File: src/design/gst_pkg.sv
// Shared constants, codes and control types for the generational slot table.
package gst_pkg;

  localparam int OP_W     = 2;
  localparam int HIDX_W   = 8;
  localparam int GEN_W    = 32;
  localparam int WORD_W   = 32;
  localparam int STATUS_W = 2;
  localparam int RIDX_W   = 6;

  localparam int SLOTS_DEF     = 64;
  localparam int DATA_BITS_DEF = 32;

  localparam logic [OP_W-1:0] OP_ALLOC  = 2'd0;
  localparam logic [OP_W-1:0] OP_LOOKUP = 2'd1;
  localparam logic [OP_W-1:0] OP_FREE   = 2'd2;

  localparam logic [STATUS_W-1:0] ST_OK   = 2'd0;
  localparam logic [STATUS_W-1:0] ST_FULL = 2'd1;
  localparam logic [STATUS_W-1:0] ST_BAD  = 2'd2;

  localparam logic [GEN_W-1:0] GEN_FIRST = 32'd1;

  typedef struct packed {
    logic capture;
    logic commit;
  } cmd_t;

endpackage

File: src/design/gst_datapath.sv
// Datapath: slot memories, occupancy bits, free-slot encoder and response register.
module gst_datapath #(
  parameter int SLOTS     = gst_pkg::SLOTS_DEF,
  parameter int DATA_BITS = gst_pkg::DATA_BITS_DEF
) (
  input  logic                         clk,
  input  logic                         rst,
  input  gst_pkg::cmd_t                cmd,
  input  logic [gst_pkg::OP_W-1:0]     operation,
  input  logic [gst_pkg::HIDX_W-1:0]   handle_index,
  input  logic [gst_pkg::GEN_W-1:0]    handle_generation,
  input  logic [gst_pkg::WORD_W-1:0]   payload_in,
  output logic [gst_pkg::STATUS_W-1:0] status,
  output logic [gst_pkg::RIDX_W-1:0]   result_index,
  output logic [gst_pkg::GEN_W-1:0]    result_generation,
  output logic [gst_pkg::WORD_W-1:0]   payload_out
);
  import gst_pkg::*;

  localparam int IDX_W = (SLOTS > 1) ? $clog2(SLOTS) : 1;

  logic [GEN_W-1:0]     gen_mem [SLOTS];
  logic [DATA_BITS-1:0] pay_mem [SLOTS];
  logic [SLOTS-1:0]     used;
  logic [SLOTS-1:0]     gen_init;

  logic [OP_W-1:0]      op_q;
  logic [IDX_W-1:0]     slot_q;
  logic                 in_range_q;
  logic [GEN_W-1:0]     hgen_q;
  logic [DATA_BITS-1:0] data_q;
  logic                 full_q;
  logic [GEN_W-1:0]     gen_rd;
  logic                 gen_init_rd;
  logic [DATA_BITS-1:0] pay_rd;

  logic [SLOTS-1:0]     free_vec;
  logic [SLOTS-1:0]     free_low;
  logic [IDX_W-1:0]     free_idx;
  logic [IDX_W-1:0]     rd_addr;

  logic [GEN_W-1:0]     gen_cur;
  logic [GEN_W-1:0]     gen_inc;
  logic [GEN_W-1:0]     gen_wrap;
  logic                 hit;
  logic [HIDX_W-1:0]    slot_ext;
  logic [STATUS_W-1:0]  st_next;
  logic [RIDX_W-1:0]    ridx_next;
  logic [GEN_W-1:0]     rgen_next;
  logic [WORD_W-1:0]    pay_next;
  logic                 wr_alloc;
  logic                 wr_free;

  // lowest free slot: isolate lowest set bit, then OR-encode
  assign free_vec = ~used;
  assign free_low = free_vec & (~free_vec + {{(SLOTS-1){1'b0}}, 1'b1});

  always_comb begin
    free_idx = '0;
    for (int i = 0; i < SLOTS; i++) begin
      if (free_low[i]) begin
        free_idx = free_idx | IDX_W'(i);
      end
    end
  end

  assign rd_addr = (operation == OP_ALLOC) ? free_idx : handle_index[IDX_W-1:0];

  always_ff @(posedge clk) begin
    if (cmd.capture) begin
      op_q        <= operation;
      slot_q      <= rd_addr;
      in_range_q  <= ({1'b0, handle_index} < (HIDX_W+1)'(SLOTS));
      hgen_q      <= handle_generation;
      data_q      <= DATA_BITS'(payload_in);
      full_q      <= ~(|free_vec);
      gen_rd      <= gen_mem[rd_addr];
      gen_init_rd <= gen_init[rd_addr];
      pay_rd      <= pay_mem[rd_addr];
    end
  end

  assign gen_cur  = gen_init_rd ? gen_rd : GEN_FIRST;
  assign gen_inc  = gen_cur + GEN_FIRST;
  assign gen_wrap = (gen_inc == '0) ? GEN_FIRST : gen_inc;
  assign hit      = in_range_q && (hgen_q != '0) && used[slot_q] && (gen_cur == hgen_q);
  assign slot_ext = HIDX_W'(slot_q);

  always_comb begin
    st_next   = ST_BAD;
    ridx_next = '0;
    rgen_next = '0;
    pay_next  = '0;
    wr_alloc  = 1'b0;
    wr_free   = 1'b0;
    case (op_q)
      OP_ALLOC: begin
        if (full_q) begin
          st_next = ST_FULL;
        end else begin
          st_next   = ST_OK;
          ridx_next = slot_ext[RIDX_W-1:0];
          rgen_next = gen_cur;
          wr_alloc  = 1'b1;
        end
      end
      OP_LOOKUP: begin
        if (hit) begin
          st_next  = ST_OK;
          pay_next = WORD_W'(pay_rd);
        end
      end
      OP_FREE: begin
        if (hit) begin
          st_next = ST_OK;
          wr_free = 1'b1;
        end
      end
      default: st_next = ST_BAD;
    endcase
  end

  always_ff @(posedge clk) begin
    if (cmd.commit && wr_alloc) begin
      pay_mem[slot_q] <= data_q;
    end
    if (cmd.commit && wr_free) begin
      gen_mem[slot_q] <= gen_wrap;
    end
  end

  always_ff @(posedge clk) begin
    if (rst) begin
      used     <= '0;
      gen_init <= '0;
    end else if (cmd.commit) begin
      if (wr_alloc) begin
        used[slot_q] <= 1'b1;
      end
      if (wr_free) begin
        used[slot_q]     <= 1'b0;
        gen_init[slot_q] <= 1'b1;
      end
    end
  end

  always_ff @(posedge clk) begin
    if (cmd.commit) begin
      status            <= st_next;
      result_index      <= ridx_next;
      result_generation <= rgen_next;
      payload_out       <= pay_next;
    end
  end

endmodule

File: config.mk
export PLATFORM = sky130hd
export DESIGN_NAME = gst_datapath
export DESIGN_NICKNAME = d
export VERILOG_FILES = /design/src/design/gst_pkg.sv /design/src/design/gst_datapath.sv
export SDC_FILE = /design/constraint.sdc
export NUM_CORES = 2
export LEC_CHECK = 0
export BUFFER_PORTS_ARGS = -buffer_cell sky130_fd_sc_hd__buf_4
export CORE_MARGIN = 5
export CORE_UTILIZATION = 30
export DETAILED_ROUTE_END_ITERATION = 7
export GPL_TIMING_DRIVEN = 1
export HOLD_SLACK_MARGIN = 0.08
export PLACE_DENSITY = 0.53
export SLEW_MARGIN = 10
export SYNTH_ARGS = -nofsm -noshare
export SYNTH_HDL_FRONTEND = slang
export SYNTH_SLANG_ARGS = --single-unit
File: constraint.sdc
create_clock -name clk -period 7.25 [get_ports clk]
set_input_delay 0 -clock clk [delete_from_list [all_inputs] [get_ports clk]]
set_output_delay 0 -clock clk [all_outputs]
set_load 0.02 [all_outputs]
==> impl_metrics.toml <==
[setup_path]
crit_type = "register to register"
cp.required_ns = 7.99
end_kind = "register"
arrival_ns = 7.07
start_kind = "register"
cp_max_fo = 106

[yosys]
yosysMostFrequentCell = "edfxtp_1"
synth-edff-count = 4307
synth_cells = 12700
synth-seq-cells = 4435
synthMuxAreaShare_pct = 2.56
yosysSeqAreaShare_pct = 74.2
synth_fa_ha_area_share_pct = 0.0352
yosys-top-cells-area = "edfxtp_1 (73%), nand2_1 (5.2%), nand3_1 (2.8%)"
syn_area_mm2 = 0.178
synth.distinct_cells = 98
avgSynthCellArea_um2 = 14.0
ys.flop_type = "edfxtp_1"
yosys.area.top_type_share_pct = 72.8
yosys.area_share.simple_pct = 11.2
synth.net_count = 12800
synth-compound-area-share_pct = 9.18
synth_top_area_cell = "edfxtp_1"
synthArstFlopShare_pct = 0
netlist_top_cells_count = "edfxtp_1 (4307), nand2_1 (2481), nand3_1 (1007)"
synth_xor_xnor_area_share_pct = 0.173
synth_top_family_by_area = "simple AND/OR/NAND/NOR gates"
ys_warn_count = 0

[power]
fin_total_pwr_w = 0.0558
vdd_drop_max_v = 0.000238
seq_power_share_pct = 51.6
p_leak_nw = 66.4
pwr-share-comb_pct = 8.4
clockPowerShare_pct = 40.0
power_density_mw_per_mm2 = 273
netSwitchingPower_w = 0.0137
switching_share_pct = 24.5
power.internal_w = 0.0421

[sta]
fin_tns_setup_ns = 0
post-route-min-period_ns = 6.34
report.final.slew_viol_count = 0
setup_violations = 0
timing.final.ws_setup_ns = 0.913
holdWs_ns = 0.179
rsz0062_at_grt = "false"
worst-slew-pin-transition_ns = 1.30
max_slew_margin_pct = 13.5
max_freq_mhz = 158
hold_viol_final = 0
period_share_pct = 87.4
clock_skew_ns = 0.0561

[grt]
grt_max_degree = 142
globalRoute.totalOverflow = 0
antenna_found_initial = 43
track_usage_pct = 18.8
grt_pass1_wl_um = 834000
grt_pass1_vias = 108000

[detailed_routing]
via_per_inst = 5.45
totalWireLength_um = 594000
drc = 0
first_iter_violations = 13800
wl_per_cell_um = 28.1
dr.pass1.iters = 6
antenna_left = 0
vias = 115000

[clocking]
htreeDepth = 5
clock_sinks = 4435
cts_tree = "yes"
root_buffer = "clkbuf_16"
clk_pin_slew_worst_paths_ns = 0.07
cts_made_buffers = 432
cts_resized = 0
clockBufferDepth = 4
insertion_delay_ns = 1.03

[place]
gp_congestion = 0.906
dp_slack_ns = 1.12
dp_hpwl_um = 331000
io_buffers = 149

[run_status]
status = "finished clean"

[finish]
drive_gt1_share_pct = 11.6
n_fill_cell = 56600
fin_nets = 13000
final_core_util_pct = 34.7
syn_to_final_growth_pct = 15.2

[floorplanning]
rows = 282
core_mm2 = 0.590
dieArea_mm2 = 0.608
start_util_pct = 30.1
top_level_ports = 150
die_x_um = 780
die_h_um = 780

[worst_hold_path]
hold_class = "input port to register"

[run]
maxCapViolCount = 0
sequential cells by signal, summed over array words and instances (netlist names):
register           cells
slot_q                 6
gen_init_rd            1
in_range_q             1
result_generation     32
pay_rd                32
result_index           6
status                 2
gen_mem             2048
gen_init              64
full_q                 1
used                  64
hgen_q                32
payload_out           32
data_q                32
pay_mem             2048
gen_rd                32
op_q                   2
routing by layer:
layer	wire length, µm	track usage [%]	vias to the layer above
li1	-	-	49400
met5	50	0	-
met4	17200	5.26	8
met3	50800	2.93	790
met2	272000	29.7	5350
met1	255000	26.9	59600
worst max-delay path: stages, from the launching register on:
cell and delay (ns):
dfxtp_1 0.58, nand4_2 0.33, nor4_2 0.68, nand4b_1 0.18, a21oi_1 0.30, o31ai_1 0.24, a31o_4 0.52, inv_16 0.52
buf_4 0.47, mux2i_1 0.25, a221oi_1 0.09, o21ai_0 0.35, nand4_1 0.65, or4_1 0.63
logic make-up (layout without fill, tap and decap cells):
logic type | Yosys count | in the layout
XOR/XNOR | 35 | 35
multiplexers | 439 | 439
buffers and inverters | 980 | 1551
AND/OR/NAND/NOR | 4501 | 4501
adder cells (fa/ha/maj) | 5 | 5
other | 0 | 50
AO/OA/AOI/OAI | 2293 | 2293
flip-flops | 4435 | 4435
timing repair:
item / CTS / global route
setup buffers: 0 / 0
hold buffers: 142 / 0
hold endpoints to repair: 392 / 0
worst paths after layout:
kind | start | endpoint | slack, ns | cells past startpoint
hold reg to reg | gen_init[49] | gen_init[49] | 0.47 | 2
setup reg to reg | used[35] | gen_rd[18] | 0.91 | 13
hold / removal | rst | gen_init[49] | 0.18 | 3
setup / recovery | used[35] | gen_rd[18] | 0.91 | 13
per-stage QoR:
step                      cells  instance area [µm²]
after floorplan           12700               178000
after global placement    20100               189000
after detailed placement  20100               189000
after CTS                 21100               205000
after global routing      21100               205000
final                     21100               205000
power by group through the flow:
| stage | clock network, W | logic, W | registers (W) |
|---|---|---|---|
| detailed placement | 0 | 0.00461 | 0.0293 |
| finish | 0.0224 | 0.00469 | 0.0288 |
| global placement | 0 | 0.00458 | 0.0293 |
| CTS | 0.0226 | 0.00468 | 0.0288 |
| floorplan | 0 | 0.00244 | 0.0294 |
| global route | 0.0238 | 0.00497 | 0.0288 |
placed cells by master, fill, tap and decap left out, types with 98 or more instances in the layout:
| master | count |
|---|---|
| edfxtp_1 | 4307 |
| nand2_1 | 2475 |
| nand3_1 | 1003 |
| a21oi_1 | 829 |
| buf_4 | 514 |
| clkbuf_16 | 437 |
| a32oi_1 | 389 |
| mux2i_1 | 317 |
| a221oi_1 | 275 |
| nor2_1 | 226 |
| nand4_1 | 208 |
| o21ai_0 | 154 |
| nor2_4 | 152 |
| dlygate4sd3_1 | 142 |
| dfxtp_1 | 128 |
| mux2_2 | 121 |
| clkinv_1 | 114 |
| nor3_1 | 102 |
| clkbuf_1 | 102 |
| a22oi_1 | 98 |
layout make-up:
class                           count  area [µm²]  share of cell area [%]
Sequential cell                  4435      132000                    64.4
Multi-Input combinational cell   7273       42600                    20.8
Clock buffer                      539       11300                    5.53
Tap cell                         7810        9770                    4.77
Timing Repair Buffer              710        6360                    3.10
Clock inverter                    253        2390                    1.17
Inverter                           49         235                   0.115
Antenna cell                       50         125                  0.0611
Note: power is estimated with default switching activity, not from simulation.
